## src/design/mva_pkg.sv

```systemverilog
// mva_pkg: shared types and constants for the MIDI voice allocator.
// Used by mva_parser and midi_voice_allocator_unit; no dependencies.
`default_nettype none

package mva_pkg;

    // Default voice count and field widths
    localparam int NUM_VOICES_DEF = 9;
    localparam int VOICE_W        = 4;
    localparam int OCT_W          = 4;
    localparam int SEMI_W         = 4;
    localparam int SEL_W          = 3;
    localparam int DATA7_W        = 7;
    localparam int OUT_DATA_W     = 24;

    // Note handling constants
    localparam logic [7:0] NO_NOTE   = 8'hFF;
    localparam logic [6:0] LOW_NOTE  = 7'd24;
    localparam logic [6:0] HIGH_NOTE = 7'd119;
    localparam logic [6:0] OCT_SPAN  = 7'd12;
    localparam logic [6:0] CTL_MAX   = 7'd5;

    // MIDI byte codes
    localparam logic [7:0] SYSEX_END   = 8'hF7;
    localparam logic [3:0] SYS_NIBBLE  = 4'hF;

    // Running status types (status nibble minus 8)
    localparam logic [2:0] TYPE_NOTE_OFF = 3'd0;
    localparam logic [2:0] TYPE_NOTE_ON  = 3'd1;
    localparam logic [2:0] TYPE_CONTROL  = 3'd3;
    localparam logic [2:0] TYPE_PROGRAM  = 3'd4;
    localparam logic [2:0] TYPE_CH_PRESS = 3'd5;

    // Result actions
    typedef enum logic [1:0] {
        ACT_KEY_ON  = 2'd0,
        ACT_KEY_OFF = 2'd1,
        ACT_SILENCE = 2'd2,
        ACT_SET_PAR = 2'd3
    } action_t;

    // Decoded message handed from parser to sequencer
    typedef enum logic [1:0] {
        CMD_NONE    = 2'd0,
        CMD_NOTE_ON = 2'd1,
        CMD_RELEASE = 2'd2,
        CMD_CONTROL = 2'd3
    } cmd_kind_t;

    typedef struct packed {
        cmd_kind_t            kind;
        logic [DATA7_W-1:0]   d0;
        logic [DATA7_W-1:0]   d1;
    } mva_cmd_t;

    // Sequencer states
    typedef enum logic [2:0] {
        ST_IDLE,
        ST_DIV,
        ST_KEY_ON,
        ST_MATCH,
        ST_RELEASE,
        ST_SILENCE,
        ST_PARAM
    } seq_state_t;

endpackage

`default_nettype wire

```

## src/design/midi_voice_allocator_unit.sv

```systemverilog
// midi_voice_allocator_unit: top level, MIDI byte in, voice actions out.
// Depends on mva_pkg and mva_parser.
//
//  Channel  Dir  Width  Contents
//  s_axis   in   8      tdata: midi_byte[7:0]
//  m_axis   out  24+1   tdata: action, voice, octave, semitone, param_select,
//                       param_value; tlast: last result of the byte
//
// One byte is taken per transaction; s_tready stays low until all of its
// results are loaded into the output register. A key-on takes one
// subtract-12 step per octave in the shared subtractor; a release matches
// the voice table, then scans the voices if any match; a control change
// above controller five silences every voice, else it also sets the
// parameter on every voice (one result per cycle while m_tready is high).
// A low m_tready stretches each result step. Reset is synchronous; the
// voice table resets to no note at once, no clearing pass.
`default_nettype none

module midi_voice_allocator_unit
    import mva_pkg::*;
#(
    parameter int NUM_VOICES = NUM_VOICES_DEF
) (
    input  wire logic                  aclk,
    input  wire logic                  aresetn,
    input  wire logic                  s_tvalid,
    output      logic                  s_tready,
    input  wire logic [7:0]            s_tdata,   // [7:0] midi_byte
    output      logic                  m_tvalid,
    input  wire logic                  m_tready,
    // [1:0] action, [5:2] voice, [9:6] octave, [13:10] semitone,
    // [16:14] param_select, [23:17] param_value
    output      logic [OUT_DATA_W-1:0] m_tdata,
    output      logic                  m_tlast
);

    localparam int VIW = (NUM_VOICES > 1) ? $clog2(NUM_VOICES) : 1;
    localparam logic [VIW-1:0] IDX_LAST = VIW'(NUM_VOICES - 1);

    seq_state_t state_reg, state_next;

    logic               in_accept;
    mva_cmd_t           cmd;
    logic [DATA7_W-1:0] d0_reg, d0_next;
    logic [DATA7_W-1:0] d1_reg, d1_next;
    logic [VIW-1:0]     idx_reg, idx_next;
    logic [VIW-1:0]     next_voice_reg, next_voice_next;
    logic [NUM_VOICES-1:0] mask_reg, mask_next;
    logic [NUM_VOICES-1:0] match_vec;
    logic [NUM_VOICES-1:0] idx_onehot;
    logic [DATA7_W-1:0] rem_reg, rem_next;
    logic [OCT_W-1:0]   oct_reg, oct_next;
    logic [DATA7_W-1:0] clamped;
    logic               idx_end;
    logic [7:0]         voice_notes_reg [NUM_VOICES];

    logic               out_free;
    logic               emit;
    action_t            out_action;
    logic [VOICE_W-1:0] out_voice;
    logic [OCT_W-1:0]   out_oct;
    logic [SEMI_W-1:0]  out_semi;
    logic [SEL_W-1:0]   out_sel;
    logic [DATA7_W-1:0] out_val;
    logic               out_last;
    logic               note_wr;
    logic [VIW-1:0]     note_wr_idx;
    logic [7:0]         note_wr_data;

    logic                  m_tvalid_reg;
    logic [OUT_DATA_W-1:0] m_tdata_reg;
    logic                  m_tlast_reg;

    // Running status parser
    mva_parser u_parser (
        .aclk      (aclk),
        .aresetn   (aresetn),
        .in_accept (in_accept),
        .midi_byte (s_tdata),
        .cmd       (cmd)
    );

    assign s_tready  = (state_reg == ST_IDLE);
    assign in_accept = s_tvalid && s_tready;
    assign out_free  = !m_tvalid_reg || m_tready;
    assign idx_end   = (idx_reg == IDX_LAST);
    assign idx_onehot = NUM_VOICES'(1) << idx_reg;

    // Clamp note into the playable range
    always_comb begin
        clamped = cmd.d0;
        if (cmd.d0 < LOW_NOTE) begin
            clamped = LOW_NOTE;
        end else if (cmd.d0 > HIGH_NOTE) begin
            clamped = HIGH_NOTE;
        end
    end

    // Voices holding the note to release
    always_comb begin
        for (int i = 0; i < NUM_VOICES; i++) begin
            match_vec[i] = (voice_notes_reg[i] == {1'b0, d0_reg});
        end
    end

    // Sequencer outputs: result payload and voice table writes
    always_comb begin
        emit         = 1'b0;
        out_action   = ACT_KEY_ON;
        out_voice    = VOICE_W'(idx_reg);
        out_oct      = '0;
        out_semi     = '0;
        out_sel      = '0;
        out_val      = '0;
        out_last     = 1'b0;
        note_wr      = 1'b0;
        note_wr_idx  = idx_reg;
        note_wr_data = NO_NOTE;
        case (state_reg)
            ST_KEY_ON: begin
                emit         = out_free;
                out_action   = ACT_KEY_ON;
                out_voice    = VOICE_W'(next_voice_reg);
                out_oct      = oct_reg;
                out_semi     = SEMI_W'(rem_reg);
                out_last     = 1'b1;
                note_wr      = out_free;
                note_wr_idx  = next_voice_reg;
                note_wr_data = {1'b0, d0_reg};
            end
            ST_RELEASE: begin
                emit       = out_free && mask_reg[idx_reg];
                out_action = ACT_KEY_OFF;
                out_last   = ((mask_reg & ~idx_onehot) == '0);
                note_wr    = emit;
            end
            ST_SILENCE: begin
                emit       = out_free;
                out_action = ACT_SILENCE;
                out_last   = idx_end && (d0_reg > CTL_MAX);
                note_wr    = out_free;
            end
            ST_PARAM: begin
                emit       = out_free;
                out_action = ACT_SET_PAR;
                out_sel    = SEL_W'(d0_reg);
                out_val    = d1_reg;
                out_last   = idx_end;
            end
            default: begin
                emit = 1'b0;
            end
        endcase
    end

    // Sequencer next state
    always_comb begin
        state_next = state_reg;
        case (state_reg)
            ST_IDLE: begin
                if (in_accept) begin
                    case (cmd.kind)
                        CMD_NOTE_ON: state_next = ST_DIV;
                        CMD_RELEASE: state_next = ST_MATCH;
                        CMD_CONTROL: state_next = ST_SILENCE;
                        default:     state_next = ST_IDLE;
                    endcase
                end
            end
            ST_DIV: begin
                if (rem_reg < OCT_SPAN) begin
                    state_next = ST_KEY_ON;
                end
            end
            ST_KEY_ON: begin
                if (emit) begin
                    state_next = ST_IDLE;
                end
            end
            ST_MATCH: begin
                state_next = (match_vec == '0) ? ST_IDLE : ST_RELEASE;
            end
            ST_RELEASE: begin
                if (emit && out_last) begin
                    state_next = ST_IDLE;
                end
            end
            ST_SILENCE: begin
                if (emit && idx_end) begin
                    state_next = (d0_reg > CTL_MAX) ? ST_IDLE : ST_PARAM;
                end
            end
            ST_PARAM: begin
                if (emit && idx_end) begin
                    state_next = ST_IDLE;
                end
            end
            default: state_next = ST_IDLE;
        endcase
    end

    // Datapath next values; the subtractor is shared across octave steps
    always_comb begin
        d0_next         = d0_reg;
        d1_next         = d1_reg;
        idx_next        = idx_reg;
        mask_next       = mask_reg;
        rem_next        = rem_reg;
        oct_next        = oct_reg;
        next_voice_next = next_voice_reg;
        case (state_reg)
            ST_IDLE: begin
                idx_next = '0;
                if (in_accept) begin
                    d0_next  = cmd.d0;
                    d1_next  = cmd.d1;
                    rem_next = clamped - LOW_NOTE;
                    oct_next = OCT_W'(1);
                end
            end
            ST_DIV: begin
                if (rem_reg >= OCT_SPAN) begin
                    rem_next = rem_reg - OCT_SPAN;
                    oct_next = oct_reg + 1'b1;
                end
            end
            ST_KEY_ON: begin
                if (emit) begin
                    next_voice_next = (next_voice_reg == IDX_LAST) ? '0
                                                                   : next_voice_reg + 1'b1;
                end
            end
            ST_MATCH: begin
                mask_next = match_vec;
                idx_next  = '0;
            end
            ST_RELEASE: begin
                if (emit) begin
                    mask_next = mask_reg & ~idx_onehot;
                end
                if (emit || !mask_reg[idx_reg]) begin
                    idx_next = idx_end ? '0 : idx_reg + 1'b1;
                end
            end
            ST_SILENCE, ST_PARAM: begin
                if (emit) begin
                    idx_next = idx_end ? '0 : idx_reg + 1'b1;
                end
            end
            default: begin
                idx_next = idx_reg;
            end
        endcase
    end

    // Control registers
    always_ff @(posedge aclk) begin
        if (!aresetn) begin
            state_reg      <= ST_IDLE;
            idx_reg        <= '0;
            next_voice_reg <= '0;
            mask_reg       <= '0;
        end else begin
            state_reg      <= state_next;
            idx_reg        <= idx_next;
            next_voice_reg <= next_voice_next;
            mask_reg       <= mask_next;
        end
    end

    // Working payload registers
    always_ff @(posedge aclk) begin
        d0_reg  <= d0_next;
        d1_reg  <= d1_next;
        rem_reg <= rem_next;
        oct_reg <= oct_next;
    end

    // Voice note table
    always_ff @(posedge aclk) begin
        if (!aresetn) begin
            for (int i = 0; i < NUM_VOICES; i++) begin
                voice_notes_reg[i] <= NO_NOTE;
            end
        end else if (note_wr) begin
            voice_notes_reg[note_wr_idx] <= note_wr_data;
        end
    end

    // Output register
    always_ff @(posedge aclk) begin
        if (!aresetn) begin
            m_tvalid_reg <= 1'b0;
        end else if (emit) begin
            m_tvalid_reg <= 1'b1;
        end else if (m_tready) begin
            m_tvalid_reg <= 1'b0;
        end
    end

    always_ff @(posedge aclk) begin
        if (emit) begin
            m_tdata_reg <= {out_val, out_sel, out_semi, out_oct, out_voice, out_action};
            m_tlast_reg <= out_last;
        end
    end

    assign m_tvalid = m_tvalid_reg;
    assign m_tdata  = m_tdata_reg;
    assign m_tlast  = m_tlast_reg;

    // A result is only loaded when the output slot is free
    a_emit_free: assert property (@(posedge aclk) disable iff (!aresetn)
        emit |-> (!m_tvalid_reg || m_tready))
        else $error("result overwrote a pending transaction");

    // Round robin pointer stays inside the voice range
    a_voice_range: assert property (@(posedge aclk) disable iff (!aresetn)
        next_voice_reg <= IDX_LAST)
        else $error("next voice out of range");

    // A release scan always has a voice left to release
    a_scan_mask: assert property (@(posedge aclk) disable iff (!aresetn)
        state_reg == ST_RELEASE |-> mask_reg != '0)
        else $error("release scan with empty match set");

    // Octave never exceeds eight during division
    a_oct_range: assert property (@(posedge aclk) disable iff (!aresetn)
        (state_reg == ST_DIV || state_reg == ST_KEY_ON) |-> oct_reg <= OCT_W'(8))
        else $error("octave out of range");

    // The input side stays closed while a message is being played out
    a_busy_closed: assert property (@(posedge aclk) disable iff (!aresetn)
        (in_accept && cmd.kind != CMD_NONE) |=> !s_tready)
        else $error("input accepted while sequencer busy");

endmodule

`default_nettype wire

```

## src/design/mva_parser.sv

```systemverilog
// mva_parser: MIDI running status tracker, turns bytes into decoded messages.
// Depends on mva_pkg.
`default_nettype none

module mva_parser
    import mva_pkg::*;
(
    input  wire logic       aclk,
    input  wire logic       aresetn,
    input  wire logic       in_accept,
    input  wire logic [7:0] midi_byte,
    output mva_cmd_t        cmd
);

    logic [2:0]         running_type_reg, running_type_next;
    logic [1:0]         msg_len_reg, msg_len_next;
    logic               collected_reg, collected_next;
    logic [DATA7_W-1:0] first_data_reg, first_data_next;

    // Decode the byte against the running status
    always_comb begin
        running_type_next = running_type_reg;
        msg_len_next      = msg_len_reg;
        collected_next    = collected_reg;
        first_data_next   = first_data_reg;
        cmd.kind          = CMD_NONE;
        cmd.d0            = '0;
        cmd.d1            = '0;
        if (midi_byte[7] && midi_byte != SYSEX_END) begin
            // channel status sets a new running status, system bytes drop out
            if (midi_byte[7:4] != SYS_NIBBLE) begin
                running_type_next = midi_byte[6:4];
                collected_next    = 1'b0;
                msg_len_next      = (midi_byte[6:4] == TYPE_PROGRAM ||
                                     midi_byte[6:4] == TYPE_CH_PRESS) ? 2'd1 : 2'd2;
            end
        end else if (msg_len_reg != 2'd0) begin
            if (msg_len_reg == 2'd2 && !collected_reg) begin
                first_data_next = midi_byte[6:0];
                collected_next  = 1'b1;
            end else begin
                if (msg_len_reg == 2'd2) begin
                    cmd.d0 = first_data_reg;
                    cmd.d1 = midi_byte[6:0];
                end else begin
                    cmd.d0 = midi_byte[6:0];
                end
                collected_next  = 1'b0;
                first_data_next = '0;
                case (running_type_reg)
                    TYPE_NOTE_OFF: cmd.kind = CMD_RELEASE;
                    TYPE_NOTE_ON:  cmd.kind = (cmd.d1 == '0) ? CMD_RELEASE : CMD_NOTE_ON;
                    TYPE_CONTROL:  cmd.kind = CMD_CONTROL;
                    default:       cmd.kind = CMD_NONE;
                endcase
            end
        end
    end

    // Status registers update only on an accepted byte
    always_ff @(posedge aclk) begin
        if (!aresetn) begin
            running_type_reg <= '0;
            msg_len_reg      <= '0;
            collected_reg    <= 1'b0;
            first_data_reg   <= '0;
        end else if (in_accept) begin
            running_type_reg <= running_type_next;
            msg_len_reg      <= msg_len_next;
            collected_reg    <= collected_next;
            first_data_reg   <= first_data_next;
        end
    end

    // A pending first data byte only exists for two-byte messages
    a_collect_len: assert property (@(posedge aclk) disable iff (!aresetn)
        collected_reg |-> msg_len_reg == 2'd2)
        else $error("first data byte held for a one-byte message");

    // A decoded message never appears without a length set
    a_cmd_len: assert property (@(posedge aclk) disable iff (!aresetn)
        cmd.kind != CMD_NONE |-> msg_len_reg != 2'd0)
        else $error("message decoded with no running status");

    // Second-byte completion clears the pending byte
    a_collect_clear: assert property (@(posedge aclk) disable iff (!aresetn)
        (in_accept && collected_reg && !midi_byte[7]) |=> !collected_reg)
        else $error("pending data byte not cleared");

endmodule

`default_nettype wire

```

## config.mk

```make
export PLATFORM = sky130hd
export DESIGN_NAME = midi_voice_allocator_unit
export DESIGN_NICKNAME = d
export VERILOG_FILES = /design/src/design/mva_pkg.sv /design/src/design/midi_voice_allocator_unit.sv /design/src/design/mva_parser.sv
export SDC_FILE = /design/constraint.sdc
export NUM_CORES = 1
export LEC_CHECK = 0
export BUFFER_PORTS_ARGS = -buffer_cell sky130_fd_sc_hd__buf_2
export CAP_MARGIN = 20
export CORE_MARGIN = 1
export CORE_UTILIZATION = 60
export CTS_CLUSTER_DIAMETER = 200
export DETAILED_ROUTE_END_ITERATION = 8
export GPL_TIMING_DRIVEN = 0
export PLACE_DENSITY = 0.86
export RECOVER_POWER = 100
export SYNTH_ARGS = -nofsm -noshare
export SYNTH_HDL_FRONTEND = slang
export SYNTH_SLANG_ARGS = --single-unit
```

## constraint.sdc

```tcl
create_clock -name aclk -period 6.7 [get_ports aclk]
set_input_delay 1.34 -clock aclk [delete_from_list [all_inputs] [get_ports aclk]]
set_output_delay 1.34 -clock aclk [all_outputs]
set_load 0.02 [all_outputs]
```

# After elaboration in Yosys (flattened, before gate mapping)
# Memories as Yosys holds them, arrays and structs flattened.
# Index checks and enable logic that the tools add are counted.
[totals]
ff_bits = 84
mem_bits_rw = 72
inputBits = 12
out_inout_bits = 27
elab_cells = 169
memories = 1
[op_classes]
n_addsub = 5
order_cmp = 6
n_eq_ne = 38
shifts = 1
n_mux = 58
n_bitwise = 4
reduce_logical = 39
[memory_table]
columns = ["name", "words", "word_bits", "rd", "rd_ports_with_merged_regs", "write_ports", "line_no", "text"]
rows = [
  ["voice_notes_reg", 9, 8, 9, 0, 9, "midi_voice_allocator_unit.sv:55", "logic [7:0] voice_notes_reg [NUM_VOICES];"],
]
[ops]
columns = ["op", "count"]
rows = [
  ["8-bit by 7-bit == test with 1-bit output", 9],
  ["7-bit 2-to-1 mux", 10],
  ["16-bit 2-to-1 mux", 3],
  ["4-bit 2-to-1 mux", 8],
  ["3-bit 2-to-1 mux", 8],
  ["3-bit one-hot mux with 7 select lines", 1],
  ["2-bit inequality test, second input constant", 10],
  ["9-bit logical NOT", 2],
  ["9-bit one-hot mux with 2 select lines", 1],
  ["8-bit 2-to-1 mux", 2],
  ["3-bit == test, second input constant", 5],
  ["3-bit AND reduction", 5],
  ["7-bit one-hot mux with 2 select lines", 1],
  ["4-bit by 1-bit adder with 4-bit output, second input constant", 3],
  ["1-bit 2-to-1 mux", 12],
  ["2-bit one-hot mux with 3 select lines", 2],
  ["4-bit one-hot mux with 3 select lines", 1],
  ["2-bit nonzero test", 5],
  ["9-bit AND", 1],
  ["3-bit by 2-bit == test with 1-bit output, second input constant", 3],
  ["9-bit 2-to-1 mux", 1],
  ["9-bit NOT", 1],
  ["3-bit one-hot mux with 3 select lines", 1],
  ["1-bit by 4-bit << shifter with 9-bit output, first input constant", 1],
  ["32 further kinds", 55],
]

# Depth between registers and ports, before layout
[depth]
word_depth = 17
mapped_depth = 10
mapped_depth_nobuf = 8

# Hierarchy
# Synthesis repeated with hierarchy kept, for this count alone.
[unflattened]
hier_cells = 732
area_unflattened_um2 = 7921.3
[modules_own_cells]
columns = ["mod", "n_inst", "cells_per_inst", "area_each_um2", "seq_area_each_um2"]
rows = [
  ["midi_voice_allocator_unit", 1, 626, 7083.0, 4083.9],
  ["mva_parser", 1, 106, 838.3, 260.2],
]

# Least setup slack after synthesis
# OpenSTA, ideal clock, no wires.
[synth_path]
path_type = "input port to flip-flop"
start = "input port s_tvalid"
end = "register oct_reg[0], enable pin"
setup_ns = 0.427
arrival_ns = 2.966
t_required_ns = 6.273
path_slack_ns = 3.307
stages = 2
n_path_buf = 0
cell_sequence = "nor2_1 > a2111oi_0"
[synth_via]
elab_chain_len = 3
[synth_rtl]
columns = ["element", "line_no", "text"]
rows = [
  ["from (decl)", "midi_voice_allocator_unit.sv:26", "input wire logic s_tvalid,"],
  ["1-bit logical AND", "midi_voice_allocator_unit.sv:84", "assign in_accept = s_tvalid && s_tready;"],
  ["2-bit by 1-bit inequality test with 1-bit output (no line)", "-", ""],
  ["3-bit AND reduction (no line)", "-", ""],
  ["to (signal assigned)", "midi_voice_allocator_unit.sv:276", "oct_reg <= oct_next;"],
  ["to (decl)", "midi_voice_allocator_unit.sv:52", "logic [OCT_W-1:0] oct_reg, oct_next;"],
]
# Every way passes these cells.
# A chain may end at the register's enable or synchronous reset.

==> flow_summary.ini <==
[cells_and_area]
seq_area_um2 = 4340
multiInputGateArea_um2 = 3220
final.fill_count = 938
area_delta_synth_final_pct = 11.6
largest_reg_flops = 72
drive_gt1_frac = 0.0979
fin_nets = 812
n_antenna_cell = 0

[die]
core_area_um2 = 12700
start_util = 0.618
dieArea_um2 = 13500
placementRows = 41
pin_count = 39
die_x_um = 116
die_h_um = 116

[yosys]
synthFlopType = edfxtp_1
synth_mux_area_frac = 0.0185
synth_seq_cells = 156
synth_common_cells = edfxtp_1 (122), nand2_1 (71), xor2_1 (55)
syn_area_um2 = 7830
ys_top_cells_by_area = edfxtp_1 (47%), dfxtp_1 (8.7%), xor2_1 (6.2%)
syn_area_per_cell_um2 = 10.8
synth_most_common_cell = edfxtp_1
yosys.area.top_type = edfxtp_1
synth_compound_area_frac = 0.0882
synthCells = 726
syn_nets = 750
ys_seq_area_frac = 0.555
synth_top_area_frac = 0.468
synthSimpleGateAreaFrac = 0.210
synth_edf_count = 122
synth_cell_type_count = 56
synth_xor_area_frac = 0.0772
synth_top_family_by_area = simple AND/OR/NAND/NOR gates
yosysWarnings = 0
async_reset_ff_frac = 0
synthAdderAreaFrac = 0.0201

[global_route]
grt_usage = 0.301
grt_pass1_wl_mm = 29.8
antenna_found_initial = 0
grt_pass1_vias = 5645
grt_max_degree = 21
grt_overflow = 0

[clock_network]
cts_buffers = 17
h-tree-depth = 4
clk_pin_slew_ns = 0.06
cts.sinks = 156
cts_tree = built
clock_latency_ns = 0.43
post_cts_buffers = 0
ctsHoldBuffers = 0
cts-resized-gates = 0
cts_root_buffer = clkbuf_16
cts_buffer_depth = 2

[setup_path]
cp.arrival_ns = 4.39
end_kind = flip-flop
worst-path-max-fanout = 10
startpoint = state_reg[2]
critPathKind = flip-flop to flip-flop
r2r_cells = 9
cp-start-kind = flip-flop
r2r-start = state_reg[2]
r2r_slack_ns = 2.36
required_ns = 6.75
regToRegEndpoint = voice_notes_reg[7][0]

[sta]
period_share = 0.648
drv_slew = 0
fmax_mhz = 230
rsz0062_at_grt = false
fin_setup_tns_ns = 0
hold_violations = 0
slew_headroom = 0.211
tightest_slew_ns = 1.18
finalClockSkew_ns = 0.0123
fin_crit_ns = 4.34
timing.hold.ws_ns = 0.464
setup_viol = 0

[hold_path]
holdPathStages = 2
hp-class = flip-flop to flip-flop
hold_end = u_parser.first_data_reg[2]
min_from = u_parser.first_data_reg[2]

[drt]
drt_iter0_markers = 682
firstDrtPassIters = 5
vias = 5876
routed_wirelength_mm = 19.3
drc = 0
wire_per_inst_um = 19.9
ant_nets = 0
vias_per_cell = 6.06

[power_and_ir_drop]
power.switching_mw = 0.445
vdd_drop_max_uv = 133
power_frac_comb = 0.050
switching_share = 0.212
p_leak_nw = 2.78
internal_power_mw = 1.65
cellPowerDensity_nw_per_um2 = 240
pwr-share-seq = 0.503
clockPowerShare = 0.447

[placement]
port_buffers = 36
dpl.hpwl_mm = 13.3
place_congestion = 0.911

[flow_run]
cap_violations = 0

[run_status]
outcome = finished clean
## final cells by class
class / count / area share
Buffer: 39 / 0.0176
Clock buffer: 19 / 0.0496
Clock inverter: 9 / 0.0143
Inverter: 18 / 0.00774
Multi-Input combinational cell: 513 / 0.369
Sequential cell: 156 / 0.497
Tap cell: 172 / 0.0246
Timing Repair Buffer: 43 / 0.0195
## worst max-delay path, stage by stage, from the launching register on
cell and delay (ns):
dfxtp_1 0.32, clkbuf_1 0.21, nor3b_1 0.79, clkbuf_1 0.45, mux2i_1 0.44, nand3_1 0.25
nor2_1 0.27, nand2_1 0.13, clkbuf_1 0.22, o21ai_0 0.88
## metal layers
layer  wire (µm)  share of wire  GRT usage  vias to the layer above
li1            -              -          -                     2694
met1        7760           0.40      0.370                     2813
met2        9410           0.49      0.513                      302
met3        1390          0.072     0.0581                       67
met4         717          0.037      0.145                        0
met5           0              0          0                        -
## per-stage QoR
step | area [µm²] | total power, mW | cells | utilization | setup WS, ns
after floorplan | 7830 | 1.14 | 726 | - | 3.31
after global placement | 8220 | 1.17 | 934 | 0.649 | 2.59
after detailed placement | 8250 | 1.18 | 936 | 0.651 | 2.75
after CTS | 8810 | 2.09 | 964 | 0.695 | 3.12
after global routing | 8730 | 2.14 | 969 | 0.689 | 2.18
final | 8730 | 2.10 | 969 | 0.689 | 2.36
## power groups by stage
stage / Clock [mW] / Combinational, mW / Sequential [mW]
6_report: 0.938 / 0.104 / 1.06
5_1_grt: 0.970 / 0.113 / 1.06
4_1_cts: 0.936 / 0.103 / 1.06
3_5_place_dp: 0 / 0.101 / 1.08
3_3_place_gp: 0 / 0.0964 / 1.07
2_1_floorplan: 0 / 0.0685 / 1.07
## layout by cell type, fill, tap and decap left out, drive strengths merged, types with 3 or more instances in the layout
| cell type | count |
|---|---|
| mux2i | 10 |
| o21a | 9 |
| and3 | 11 |
| a31oi | 3 |
| ha | 11 |
| nor4 | 18 |
| a22oi | 4 |
| nand3 | 33 |
| nor3 | 11 |
| nand4 | 3 |
| nor3b | 6 |
| inv | 18 |
| o31ai | 4 |
| nor2 | 47 |
| nand2 | 71 |
| o21ai | 27 |
| xnor2 | 14 |
| a21oi | 22 |
| edfxtp | 122 |
| and2 | 21 |
| o22ai | 5 |
| a21boi | 14 |
| nand2b | 11 |
| xor2 | 55 |
| clkinv | 5 |
| clkbuf | 88 |
| bufinv | 3 |
| nor2b | 19 |
| or3 | 23 |
| buf | 13 |
| dfxtp | 34 |
| or2 | 36 |
## cells by family (layout without fill, tap and decap cells)
logic type      count (synthesis)  after routing
buf+inv                        57            128
compound gates                106            106
simple gates                  314            314
xor+xnor                       69             69
flops                         156            156
fa+ha+maj                      12             12
mux                            12             12
## how the worst max path moves through the flow
stage	cells past startpoint	slack, ns	endpoint
floorplan	2	3.31	oct_reg[0]
global placement	3	2.59	oct_reg[3]
detailed placement	8	2.75	voice_notes_reg[3][2]
CTS	8	3.12	voice_notes_reg[3][1]
global route	9	2.18	voice_notes_reg[7][0]
finish	9	2.36	voice_notes_reg[7][0]
(Power assumes the default switching activity.)
